## src/assert_macros.svh

```systemverilog
// Assertion macros shared by the yaw PID duty controller RTL.
// No dependencies; files that check their own logic include this header.
`ifndef ASSERT_MACROS_SVH
`define ASSERT_MACROS_SVH
`ifndef SYNTHESIS
// Generic form: explicit clock and active-low reset.
`define YPD_ASSERT_CLK(label, clk, rst_n, prop) \
  label: assert property (@(posedge clk) disable iff (!rst_n) prop) \
    else $error("ypd assertion failed");
// Short form for modules clocked by clk_i with reset rst_ni.
`define YPD_ASSERT(label, prop) `YPD_ASSERT_CLK(label, clk_i, rst_ni, prop)
`else
`define YPD_ASSERT_CLK(label, clk, rst_n, prop)
`define YPD_ASSERT(label, prop)
`endif
`endif

```

## src/ypd_pkg.sv

```systemverilog
// Types, widths and constants of the yaw PID duty controller.
// No dependencies; used by every module of the block.
`default_nettype none

package ypd_pkg;

  // Field and datapath widths
  localparam int IN_W        = 10;  // yaw angle fields
  localparam int DIFF_W      = 11;  // measured - target
  localparam int ERR_W       = 19;  // scale * diff
  localparam int PROD_W      = 26;  // err * gain
  localparam int P_W         = 23;  // prod / 10
  localparam int DDIFF_W     = 20;  // last_error - err
  localparam int DERIV_W     = 20;
  localparam int INTEG_W     = 32;
  localparam int DIVIDEND_W  = 34;
  localparam int DIVISOR_W   = 10;
  localparam int CNT_W       = 6;
  localparam int DUTY_W      = 7;
  localparam int TOTAL_W     = 35;  // offset + quotient
  localparam int CFG_IDX_W   = 3;
  localparam int CFG_DATA_W  = 10;
  localparam int S_TDATA_W   = 24;
  localparam int M_TDATA_W   = 8;

  // Constants of the control law
  localparam logic signed [INTEG_W-1:0] INTEG_RESET = INTEG_W'(400);

  // P = |prod| / 10 as (|prod| * ceil(2^29 / 10)) >> 29, exact for 26-bit magnitudes
  localparam int                  P_SHIFT = 29;
  localparam logic [PROD_W-1:0]   P_RECIP = PROD_W'(53687092);

  // Bits of magnitude each division walks through
  localparam logic [CNT_W-1:0] NBITS_INTEG = CNT_W'(ERR_W);
  localparam logic [CNT_W-1:0] NBITS_DERIV = CNT_W'(DDIFF_W);
  localparam logic [CNT_W-1:0] NBITS_DUTY  = CNT_W'(DIVIDEND_W);

  typedef enum logic [CFG_IDX_W-1:0] {
    REG_PROP_GAIN     = 3'd0,
    REG_INTEG_DIVISOR = 3'd1,
    REG_DERIV_DIVISOR = 3'd2,
    REG_ERROR_SCALE   = 3'd3,
    REG_DUTY_OFFSET   = 3'd4,
    REG_DUTY_MIN      = 3'd5,
    REG_DUTY_MAX      = 3'd6
  } reg_idx_e;

  typedef struct packed {
    logic [6:0] prop_gain;
    logic [9:0] integ_divisor;
    logic [7:0] deriv_divisor;
    logic [7:0] error_scale;
    logic [6:0] duty_offset;
    logic [6:0] duty_min;
    logic [6:0] duty_max;
  } cfg_t;

  localparam cfg_t CFG_RESET = '{
    prop_gain:     7'd9,
    integ_divisor: 10'd60,
    deriv_divisor: 8'd1,
    error_scale:   8'd40,
    duty_offset:   7'd25,
    duty_min:      7'd2,
    duty_max:      7'd98
  };

  typedef enum logic [2:0] {
    S_IDLE,
    S_ERR_MUL,
    S_PROD_MUL,
    S_P_MUL,
    S_DIV_GO,
    S_DIV_WAIT,
    S_SUM,
    S_OUT
  } state_e;

  typedef enum logic [1:0] {
    OP_INTEG,
    OP_DERIV,
    OP_DUTY
  } op_e;

  typedef struct packed {
    logic load;
    logic err_mul;
    logic prod_mul;
    logic p_mul;
    logic div_start;
    logic div_commit;
    logic sum_load;
    logic emit;
    op_e  op;
  } cmd_t;

  typedef struct packed {
    logic div_busy;
    logic div_done;
  } dp_status_t;

  // A zero divisor acts as one
  function automatic logic [DIVISOR_W-1:0] nz_div(input logic [DIVISOR_W-1:0] d);
    return (d == '0) ? DIVISOR_W'(1) : d;
  endfunction

endpackage

`default_nettype wire

```

## src/ypd_div.sv

```systemverilog
// Iterative signed divider, one quotient bit per cycle, truncating toward zero.
// Depends on ypd_pkg and assert_macros.svh.
`default_nettype none
`include "assert_macros.svh"

module ypd_div (
  input  wire                                    clk_i,
  input  wire                                    rst_ni,
  input  wire                                    start_i,
  input  wire  logic signed [ypd_pkg::DIVIDEND_W-1:0] dividend_i,
  input  wire  logic [ypd_pkg::DIVISOR_W-1:0]    divisor_i,   // nonzero, held while busy
  input  wire  logic [ypd_pkg::CNT_W-1:0]        nbits_i,
  output logic                                   busy_o,
  output logic                                   done_o,
  output logic signed [ypd_pkg::DIVIDEND_W-1:0]  quotient_o
);
  import ypd_pkg::*;

  logic                    busy_q, busy_d;
  logic                    done_q, done_d;
  logic [CNT_W-1:0]        cnt_q, cnt_d;
  logic                    neg_q, neg_d;
  logic [DIVIDEND_W-1:0]   mag_q, mag_d;
  logic [DIVISOR_W-1:0]    rem_q, rem_d;
  logic [DIVIDEND_W-1:0]   quo_q, quo_d;

  logic [CNT_W-1:0]        bit_idx;
  logic [DIVISOR_W:0]      trial;
  logic [DIVISOR_W:0]      trial_sub;
  logic                    ge;

  assign bit_idx   = cnt_q - CNT_W'(1);
  assign trial     = {rem_q, mag_q[bit_idx]};
  assign trial_sub = trial - {1'b0, divisor_i};
  assign ge        = (trial >= {1'b0, divisor_i});

  always_comb begin
    busy_d = busy_q;
    done_d = 1'b0;
    cnt_d  = cnt_q;
    neg_d  = neg_q;
    mag_d  = mag_q;
    rem_d  = rem_q;
    quo_d  = quo_q;
    if (start_i) begin
      busy_d = 1'b1;
      cnt_d  = nbits_i;
      neg_d  = dividend_i[DIVIDEND_W-1];
      mag_d  = dividend_i[DIVIDEND_W-1] ? DIVIDEND_W'(-dividend_i)
                                         : DIVIDEND_W'(dividend_i);
      rem_d  = '0;
      quo_d  = '0;
    end else if (busy_q) begin
      rem_d = ge ? trial_sub[DIVISOR_W-1:0] : trial[DIVISOR_W-1:0];
      quo_d = {quo_q[DIVIDEND_W-2:0], ge};
      cnt_d = bit_idx;
      if (cnt_q == CNT_W'(1)) begin
        busy_d = 1'b0;
        done_d = 1'b1;
      end
    end
  end

  always_ff @(posedge clk_i or negedge rst_ni) begin
    if (!rst_ni) begin
      busy_q <= 1'b0;
      done_q <= 1'b0;
      cnt_q  <= '0;
    end else begin
      busy_q <= busy_d;
      done_q <= done_d;
      cnt_q  <= cnt_d;
    end
  end

  always_ff @(posedge clk_i) begin
    neg_q <= neg_d;
    mag_q <= mag_d;
    rem_q <= rem_d;
    quo_q <= quo_d;
  end

  assign busy_o     = busy_q;
  assign done_o     = done_q;
  assign quotient_o = neg_q ? -$signed(quo_q) : $signed(quo_q);

  `YPD_ASSERT(a_done_follows_busy, done_q |-> $past(busy_q))
  `YPD_ASSERT(a_busy_has_bits, busy_q |-> (cnt_q != '0))

endmodule

`default_nettype wire

```

## src/ypd_dp.sv

```systemverilog
// Datapath: error and product multipliers, PID state, sum and duty clamp.
// Depends on ypd_pkg and ypd_div.
`default_nettype none

module ypd_dp (
  input  wire                               clk_i,
  input  wire                               rst_ni,
  input  wire  ypd_pkg::cmd_t               cmd_i,
  input  wire  ypd_pkg::cfg_t               cfg_i,
  input  wire  logic [ypd_pkg::IN_W-1:0]    measured_yaw_i,
  input  wire  logic [ypd_pkg::IN_W-1:0]    target_yaw_i,
  output ypd_pkg::dp_status_t               status_o,
  output logic [ypd_pkg::DUTY_W-1:0]        duty_o
);
  import ypd_pkg::*;

  logic signed [DIFF_W-1:0]     diff_q;
  logic signed [ERR_W-1:0]      err_q;
  logic signed [ERR_W-1:0]      last_err_q;
  logic signed [PROD_W-1:0]     prod_q;
  logic signed [DDIFF_W-1:0]    ddiff_q;
  logic [P_W-1:0]               p_mag_q;
  logic signed [INTEG_W-1:0]    integ_q;
  logic signed [DERIV_W-1:0]    deriv_q;
  logic signed [DIVIDEND_W-1:0] sum_q;

  logic signed [ERR_W:0]          err_full;
  logic signed [PROD_W:0]         prod_full;
  logic [PROD_W-1:0]              prod_mag;
  logic [2*PROD_W-1:0]            p_recip;
  logic signed [P_W-1:0]          p_val;
  logic signed [DIVIDEND_W-1:0]   dividend;
  logic [DIVISOR_W-1:0]           divisor;
  logic [CNT_W-1:0]               nbits;
  logic signed [DIVIDEND_W-1:0]   quot;
  logic                           div_busy, div_done;

  logic [P_W-1:0]                 abs_p;
  logic [ERR_W-1:0]               abs_err;
  logic [11:0]                    integ_lim;   // 10 * scale
  logic [8:0]                     deriv_band;  // 2 * scale
  logic                           integ_ok, deriv_ok;
  logic signed [INTEG_W:0]        integ_sum;
  logic signed [INTEG_W-1:0]      integ_sat;
  logic signed [TOTAL_W-1:0]      total;
  logic signed [TOTAL_W-1:0]      max_s, min_s;

  assign err_full  = $signed({{(ERR_W-8){1'b0}}, cfg_i.error_scale})
                   * $signed({{(ERR_W+1-DIFF_W){diff_q[DIFF_W-1]}}, diff_q});
  assign prod_full = $signed({{(PROD_W+1-ERR_W){err_q[ERR_W-1]}}, err_q})
                   * $signed({{(PROD_W+1-DUTY_W){1'b0}}, cfg_i.prop_gain});

  // P by reciprocal of ten on the magnitude, sign put back afterwards
  assign prod_mag = prod_q[PROD_W-1] ? PROD_W'(-prod_q) : PROD_W'(prod_q);
  assign p_recip  = {{PROD_W{1'b0}}, prod_mag} * {{PROD_W{1'b0}}, P_RECIP};
  assign p_val    = prod_q[PROD_W-1] ? -$signed(p_mag_q) : $signed(p_mag_q);

  always_comb begin
    dividend = sum_q;
    divisor  = nz_div({2'b0, cfg_i.error_scale});
    nbits    = NBITS_DUTY;
    case (cmd_i.op)
      OP_INTEG: begin
        dividend = {{(DIVIDEND_W-ERR_W){err_q[ERR_W-1]}}, err_q};
        divisor  = nz_div(cfg_i.integ_divisor);
        nbits    = NBITS_INTEG;
      end
      OP_DERIV: begin
        dividend = {{(DIVIDEND_W-DDIFF_W){ddiff_q[DDIFF_W-1]}}, ddiff_q};
        divisor  = nz_div({2'b0, cfg_i.deriv_divisor});
        nbits    = NBITS_DERIV;
      end
      default: ;
    endcase
  end

  ypd_div u_div (
    .clk_i      (clk_i),
    .rst_ni     (rst_ni),
    .start_i    (cmd_i.div_start),
    .dividend_i (dividend),
    .divisor_i  (divisor),
    .nbits_i    (nbits),
    .busy_o     (div_busy),
    .done_o     (div_done),
    .quotient_o (quot)
  );

  assign status_o.div_busy = div_busy;
  assign status_o.div_done = div_done;

  // Integration and derivative gates
  assign abs_p      = p_mag_q;
  assign abs_err    = err_q[ERR_W-1] ? ERR_W'(-err_q) : ERR_W'(err_q);
  assign integ_lim  = {1'b0, cfg_i.error_scale, 3'b0} + {3'b0, cfg_i.error_scale, 1'b0};
  assign deriv_band = {cfg_i.error_scale, 1'b0};
  assign integ_ok   = abs_p < {{(P_W-12){1'b0}}, integ_lim};
  assign deriv_ok   = abs_err > {{(ERR_W-9){1'b0}}, deriv_band};

  // Integral with saturation at the 32-bit limits
  assign integ_sum = {integ_q[INTEG_W-1], integ_q}
                   + {{(INTEG_W+1-ERR_W){quot[ERR_W-1]}}, quot[ERR_W-1:0]};
  always_comb begin
    integ_sat = integ_sum[INTEG_W-1:0];
    if (integ_sum[INTEG_W] != integ_sum[INTEG_W-1]) begin
      integ_sat = integ_sum[INTEG_W] ? {1'b1, {(INTEG_W-1){1'b0}}}
                                     : {1'b0, {(INTEG_W-1){1'b1}}};
    end
  end

  always_ff @(posedge clk_i or negedge rst_ni) begin
    if (!rst_ni) begin
      last_err_q <= '0;
      integ_q    <= INTEG_RESET;
      deriv_q    <= '0;
    end else begin
      if (cmd_i.prod_mul) begin
        last_err_q <= err_q;
      end
      if (cmd_i.div_commit && cmd_i.op == OP_INTEG && integ_ok) begin
        integ_q <= integ_sat;
      end
      if (cmd_i.div_commit && cmd_i.op == OP_DERIV && deriv_ok) begin
        deriv_q <= quot[DERIV_W-1:0];
      end
    end
  end

  always_ff @(posedge clk_i) begin
    if (cmd_i.load) begin
      diff_q <= {measured_yaw_i[IN_W-1], measured_yaw_i}
              - {target_yaw_i[IN_W-1], target_yaw_i};
    end
    if (cmd_i.err_mul) begin
      err_q <= err_full[ERR_W-1:0];
    end
    if (cmd_i.prod_mul) begin
      prod_q  <= prod_full[PROD_W-1:0];
      ddiff_q <= {last_err_q[ERR_W-1], last_err_q} - {err_q[ERR_W-1], err_q};
    end
    if (cmd_i.p_mul) begin
      p_mag_q <= p_recip[P_SHIFT +: P_W];
    end
    if (cmd_i.sum_load) begin
      sum_q <= {{(DIVIDEND_W-P_W){p_val[P_W-1]}}, p_val}
             + {{(DIVIDEND_W-INTEG_W){integ_q[INTEG_W-1]}}, integ_q}
             + {{(DIVIDEND_W-DERIV_W){deriv_q[DERIV_W-1]}}, deriv_q};
    end
  end

  // Duty: offset plus final quotient, max tested before min
  assign total = $signed({{(TOTAL_W-DUTY_W){1'b0}}, cfg_i.duty_offset})
               + {quot[DIVIDEND_W-1], quot};
  assign max_s = $signed({{(TOTAL_W-DUTY_W){1'b0}}, cfg_i.duty_max});
  assign min_s = $signed({{(TOTAL_W-DUTY_W){1'b0}}, cfg_i.duty_min});

  always_comb begin
    if (total > max_s) begin
      duty_o = cfg_i.duty_max;
    end else if (total < min_s) begin
      duty_o = cfg_i.duty_min;
    end else begin
      duty_o = total[DUTY_W-1:0];
    end
  end

endmodule

`default_nettype wire

```

## src/ypd_ctrl.sv

```systemverilog
// Sequencer of the PID tick: multiplies, three divisions, sum and output.
// Depends on ypd_pkg and assert_macros.svh.
`default_nettype none
`include "assert_macros.svh"

module ypd_ctrl (
  input  wire                        clk_i,
  input  wire                        rst_ni,
  input  wire                        in_valid_i,
  output logic                       in_ready_o,
  input  wire                        out_free_i,
  input  wire  ypd_pkg::dp_status_t  dp_status_i,
  output ypd_pkg::cmd_t              cmd_o
);
  import ypd_pkg::*;

  state_e state_q, state_d;
  op_e    op_q, op_d;

  always_ff @(posedge clk_i or negedge rst_ni) begin
    if (!rst_ni) begin
      state_q <= S_IDLE;
      op_q    <= OP_INTEG;
    end else begin
      state_q <= state_d;
      op_q    <= op_d;
    end
  end

  always_comb begin
    state_d    = state_q;
    op_d       = op_q;
    cmd_o      = '0;
    cmd_o.op   = op_q;
    in_ready_o = 1'b0;
    unique case (state_q)
      S_IDLE: begin
        in_ready_o = 1'b1;
        if (in_valid_i) begin
          cmd_o.load = 1'b1;
          state_d    = S_ERR_MUL;
        end
      end
      S_ERR_MUL: begin
        cmd_o.err_mul = 1'b1;
        state_d       = S_PROD_MUL;
      end
      S_PROD_MUL: begin
        cmd_o.prod_mul = 1'b1;
        state_d        = S_P_MUL;
      end
      S_P_MUL: begin
        cmd_o.p_mul = 1'b1;
        op_d        = OP_INTEG;
        state_d     = S_DIV_GO;
      end
      S_DIV_GO: begin
        cmd_o.div_start = 1'b1;
        state_d         = S_DIV_WAIT;
      end
      S_DIV_WAIT: begin
        if (dp_status_i.div_done) begin
          cmd_o.div_commit = 1'b1;
          unique case (op_q)
            OP_INTEG: begin
              op_d    = OP_DERIV;
              state_d = S_DIV_GO;
            end
            OP_DERIV: state_d = S_SUM;
            OP_DUTY:  state_d = S_OUT;
            default:  state_d = S_IDLE;
          endcase
        end
      end
      S_SUM: begin
        cmd_o.sum_load = 1'b1;
        op_d           = OP_DUTY;
        state_d        = S_DIV_GO;
      end
      S_OUT: begin
        if (out_free_i) begin
          cmd_o.emit = 1'b1;
          state_d    = S_IDLE;
        end
      end
      default: state_d = S_IDLE;
    endcase
  end

  `YPD_ASSERT(a_start_div_idle, cmd_o.div_start |-> !dp_status_i.div_busy)
  `YPD_ASSERT(a_done_while_waiting, dp_status_i.div_done |-> (state_q == S_DIV_WAIT))
  `YPD_ASSERT(a_load_then_mul, cmd_o.load |=> (state_q == S_ERR_MUL))

endmodule

`default_nettype wire

```

## src/yaw_pid_duty_controller_top.sv

```systemverilog
// Top level of the yaw PID duty controller: config registers, output register.
// Depends on ypd_pkg, ypd_ctrl and ypd_dp.
`default_nettype none

// Yaw PID duty controller
// -----------------------
// One word on the slave stream is one control tick: measured and target yaw in
// degrees. The block forms the scaled error, runs P, conditionally integrated I
// and held D terms, and returns one word on the master stream: the duty percent
// clamped to [duty_min, duty_max].
// Each tick steps through the error multiply, the product multiply and P by
// ten as one reciprocal multiply; the three divisions (error by integ_divisor
// over 19 bits, error step by deriv_divisor over 20, then, after the sum, sum
// by error_scale over 34) share one divider that retires one quotient bit per
// cycle; the result register is loaded when the master side is free.
// A new word is taken only once the last tick has reached the output register,
// and is taken while that result still waits in the output register.
// Stall: if the receiver holds m_axis_tready low, the result stays in the
// output register and the next tick stalls at its final step until it drains.
// Reset: rst_ni clears the state machine, the valid flag, last error and
// derivative, loads the integral with 400 and the registers with their
// defaults. Config writes are registered; write only while idle.
module yaw_pid_duty_controller_top (
  input  wire                                clk_i,
  input  wire                                rst_ni,
  // slave stream
  input  wire                                s_axis_tvalid,
  output logic                               s_axis_tready,
  // [9:0] measured_yaw, [19:10] target_yaw, [23:20] zero
  input  wire  logic [ypd_pkg::S_TDATA_W-1:0] s_axis_tdata,
  // master stream
  output logic                               m_axis_tvalid,
  input  wire                                m_axis_tready,
  // [6:0] duty, [7] zero
  output logic [ypd_pkg::M_TDATA_W-1:0]      m_axis_tdata,
  // configuration write port
  input  wire                                cfg_we_i,
  input  wire  logic [ypd_pkg::CFG_IDX_W-1:0]  cfg_idx_i,
  input  wire  logic [ypd_pkg::CFG_DATA_W-1:0] cfg_wdata_i
);
  import ypd_pkg::*;

  cfg_t                cfg_q;
  cmd_t                cmd;
  dp_status_t          dp_status;
  logic                out_valid_q;
  logic [DUTY_W-1:0]   out_duty_q;
  logic [DUTY_W-1:0]   dp_duty;
  logic                out_free;

  // Config registers; indexes past the list are dropped
  always_ff @(posedge clk_i or negedge rst_ni) begin
    if (!rst_ni) begin
      cfg_q <= CFG_RESET;
    end else if (cfg_we_i) begin
      unique case (reg_idx_e'(cfg_idx_i))
        REG_PROP_GAIN:     cfg_q.prop_gain     <= cfg_wdata_i[6:0];
        REG_INTEG_DIVISOR: cfg_q.integ_divisor <= cfg_wdata_i[9:0];
        REG_DERIV_DIVISOR: cfg_q.deriv_divisor <= cfg_wdata_i[7:0];
        REG_ERROR_SCALE:   cfg_q.error_scale   <= cfg_wdata_i[7:0];
        REG_DUTY_OFFSET:   cfg_q.duty_offset   <= cfg_wdata_i[6:0];
        REG_DUTY_MIN:      cfg_q.duty_min      <= cfg_wdata_i[6:0];
        REG_DUTY_MAX:      cfg_q.duty_max      <= cfg_wdata_i[6:0];
        default: ;
      endcase
    end
  end

  // Result register can take a word if empty or draining this cycle
  assign out_free = !out_valid_q || m_axis_tready;

  ypd_ctrl u_ctrl (
    .clk_i       (clk_i),
    .rst_ni      (rst_ni),
    .in_valid_i  (s_axis_tvalid),
    .in_ready_o  (s_axis_tready),
    .out_free_i  (out_free),
    .dp_status_i (dp_status),
    .cmd_o       (cmd)
  );

  ypd_dp u_dp (
    .clk_i          (clk_i),
    .rst_ni         (rst_ni),
    .cmd_i          (cmd),
    .cfg_i          (cfg_q),
    .measured_yaw_i (s_axis_tdata[IN_W-1:0]),
    .target_yaw_i   (s_axis_tdata[2*IN_W-1:IN_W]),
    .status_o       (dp_status),
    .duty_o         (dp_duty)
  );

  always_ff @(posedge clk_i or negedge rst_ni) begin
    if (!rst_ni) begin
      out_valid_q <= 1'b0;
    end else if (cmd.emit) begin
      out_valid_q <= 1'b1;
    end else if (m_axis_tready) begin
      out_valid_q <= 1'b0;
    end
  end

  always_ff @(posedge clk_i) begin
    if (cmd.emit) begin
      out_duty_q <= dp_duty;
    end
  end

  assign m_axis_tvalid = out_valid_q;
  assign m_axis_tdata  = {{(M_TDATA_W-DUTY_W){1'b0}}, out_duty_q};

endmodule

`default_nettype wire

```

## config.mk

```make
export PLATFORM = sky130hd
export DESIGN_NAME = yaw_pid_duty_controller_top
export DESIGN_NICKNAME = d
export VERILOG_FILES = /design/src/ypd_pkg.sv /design/src/ypd_div.sv /design/src/ypd_dp.sv /design/src/ypd_ctrl.sv /design/src/yaw_pid_duty_controller_top.sv
export VERILOG_INCLUDE_DIRS = /design/src /design/src/src
export SDC_FILE = /design/constraint.sdc
export NUM_CORES = 2
export LEC_CHECK = 0
export BUFFER_PORTS_ARGS = -buffer_cell sky130_fd_sc_hd__buf_2
export CORE_MARGIN = 2
export CORE_UTILIZATION = 50
export CTS_CLUSTER_DIAMETER = 50
export DETAILED_ROUTE_END_ITERATION = 10
export PLACE_DENSITY = 0.71
export SETUP_SLACK_MARGIN = 0.05
export SYNTH_ARGS = -nofsm -noshare
export SYNTH_HDL_FRONTEND = slang
export SYNTH_HIERARCHICAL = 1
export SYNTH_SLANG_ARGS = --single-unit
export TNS_END_PERCENT = 20
```

## constraint.sdc

```tcl
create_clock -name clk_i -period 8.2 [get_ports clk_i]
set_input_delay 0.82 -clock clk_i [delete_from_list [all_inputs] [get_ports clk_i]]
set_output_delay 0.82 -clock clk_i [all_outputs]
set_load 0.02 [all_outputs]
```

==> run_results.csv <==
group,metric,value,unit
clocking,clk_latency,0.60,ns
placement,dp_hpwl,81600,um
final_layout,fillCellCount,7303,
synthesis,synth_warnings,6,
die,fp.dieW,296,um
critical_path,rrSetupSlack,0.11,ns
clocking,cts_tree,"done",
critical_path,cpPeakStageDelay,0.53,ns
sta,maxSlewHeadroom,0.0913,
critical_path,cp.required,8.54,ns
die,coreArea,85000,sq um
sta,setup_violations,0,
clocking,cts_buffer_depth,3,
critical_path,rr_endpoint,"u_dp/abs_p[22]$_DFFE_PP_",
grt,antenna_found_initial,1,
drt,drt-initial-drc-count,1675,
critical_path,timing.rr.start,"u_dp/prod_q[6]$_DFFE_PP_",
sta,skew,0.0293,ns
sta,report.final.slew_viol_count,0,
sta,hold_viol_final,0,
run,maxCapViolCount,0,
clocking,cts.clk_slew.worst_paths,0.06,ns
sta,finalSetupTns,0,ns
sta,post-route-period-util,0.987,
die,io_pins,52,
min_path,hold_path_class,"input pin to asynchronous set/reset pin",
drt,wl_per_cell,17.8,um
status,status,"finished, final reports clean",
die,start_util,0.503,
critical_path,r2r_cells,32,
sta,worst_pin_slew,1.35,ns
drt,drc,0,
clocking,hold_buffers,0,
synthesis,syn-cell-area,42800,sq um
critical_path,critPathSlowestCell,"fa_1",
final_layout,drive_above_1_share,0.124,
drt,via_per_inst,5.39,
critical_path,cp_common_cell,"fa_1",
placement,place_ws,-0.446,ns
final_layout,areaGrowthSynthToFinish,11.5,%
synthesis,synth_area_per_cell,9.70,sq um
critical_path,path_class,"register to register",
drt,via_count,31058,
sta,rsz0062_at_grt,"true",
synthesis,syn_inst,4407,
grt,grt-ovfl-total,0,
sta,finalCriticalPeriod,8.09,ns
critical_path,cp-end-kind,"register",
sta,fin_ws,0.109,ns
clocking,clock-sinks,358,
clocking,cts-root-buf,"clkbuf_16",
clocking,cts_made_buffers,51,
sta,max_clock_freq,0.124,GHz
clocking,htreeDepth,2,
drt,drt-total-wl,103000,um
grt,grt_pass1_vias,31605,
grt,grt_usage,0.238,
grt,grt_max_degree,85,
grt,grt_pass1_wl,166000,um
placement,portBuffers,46,
critical_path,worst-path-max-fanout,4,
drt,drtPass1Iterations,5,
die,rows,107,
drt,ant_nets,0,
final_layout,nets,5569,
critical_path,critPathLaunchType,"register",
critical_path,crit_arrival,8.43,ns
placement,gp_congestion,0.979,
die,chipHeight,296,um
die,dieArea,87900,sq um
synthesis,syn_nets,5407,
## sequential cells by signal (all words and copies together), names as in the netlist, 19 cells and up
signal,flops
cfg_q,54
u_dp/ddiff_q,20
u_dp/err_q,19
u_dp/u_div/quo_q,34
u_dp/u_div/mag_q,34
u_dp/abs_p,23
u_dp/sum_q,34
u_dp/last_err_q,19
u_dp/deriv_q,20
u_dp/prod_q,26
u_dp/integ_q,32
## cell type report
type                    count  area (sq um)  share of cell area
clock inverters            33           340             0.00714
clock buffers              63          1410              0.0297
well taps                1144          1430              0.0300
inverters                 885          3320              0.0697
flip-flops and latches    358          9640               0.202
multi-input cells        3051         29900               0.628
repair buffers            222          1590              0.0333
diodes                      2          5.00            0.000105
## timing repair
item                       CTS  global route
buffers inserted            19             4
setup endpoints to repair   21            18
gates cloned                 0             0
pin swaps                   80            46
gates resized for setup     80            32
## how the worst max path moves through the flow
stage | start | to | slack [ns] | cells after the start
detailed placement | u_dp/prod_q[6]$_DFFE_PP_ | u_dp/abs_p[22]$_DFFE_PP_ | -0.45 | 32
global placement | u_dp/prod_q[6]$_DFFE_PP_ | u_dp/abs_p[22]$_DFFE_PP_ | -0.34 | 32
global route | u_dp/prod_q[6]$_DFFE_PP_ | u_dp/abs_p[22]$_DFFE_PP_ | -0.22 | 32
floorplan | u_dp/prod_q[5]$_DFFE_PP_ | u_dp/abs_p[22]$_DFFE_PP_ | 0.10 | 29
CTS | u_dp/prod_q[8]$_DFFE_PP_ | u_dp/abs_p[22]$_DFFE_PP_ | 0.05 | 33
finish | u_dp/prod_q[6]$_DFFE_PP_ | u_dp/abs_p[22]$_DFFE_PP_ | 0.11 | 32
## metrics by stage
step	cells	instance area, sq um	utilization	hold slack, ns
after floorplan	4407	42800	-	0.464
after global placement	5638	45200	0.532	0.475
after detailed placement	5638	45200	0.532	0.487
after CTS	5752	47500	0.559	0.260
after global routing	5756	47700	0.561	0.302
final	5758	47700	0.561	0.249
## cell usage in the layout, fill, tap and decap left out, drive strengths merged, types with 68 or more instances in the layout
cell type and instances:
and2 179, o21ai 181, buf 222, mux2 94, xor2 86, nor2 192
mux2i 68, ha 512, dfrtp 120, inv 896, a21o 74, fa 446
edfxtp 175, xnor2 207, nand2 258, a21oi 114
## per-layer routing
metal | part of all wire | GRT usage
met1 | 0.44 | 0.319
met2 | 0.48 | 0.403
met3 | 0.039 | 0.0226
met4 | 0.038 | 0.0846
met5 | 0 | 0
## worst max-delay path: cells and delay by family (launching register included)
kind	cells	cell delay (ns)
compound gates	10	1.67
xor+xnor	2	0.33
fa+ha+maj	8	3.68
buf+inv	8	0.82
flops	1	0.39
simple gates	4	0.96
Power is left out: the tool's default activity adds up to more than one toggle a clock period on the data nets, which glitch-free logic cannot reach.
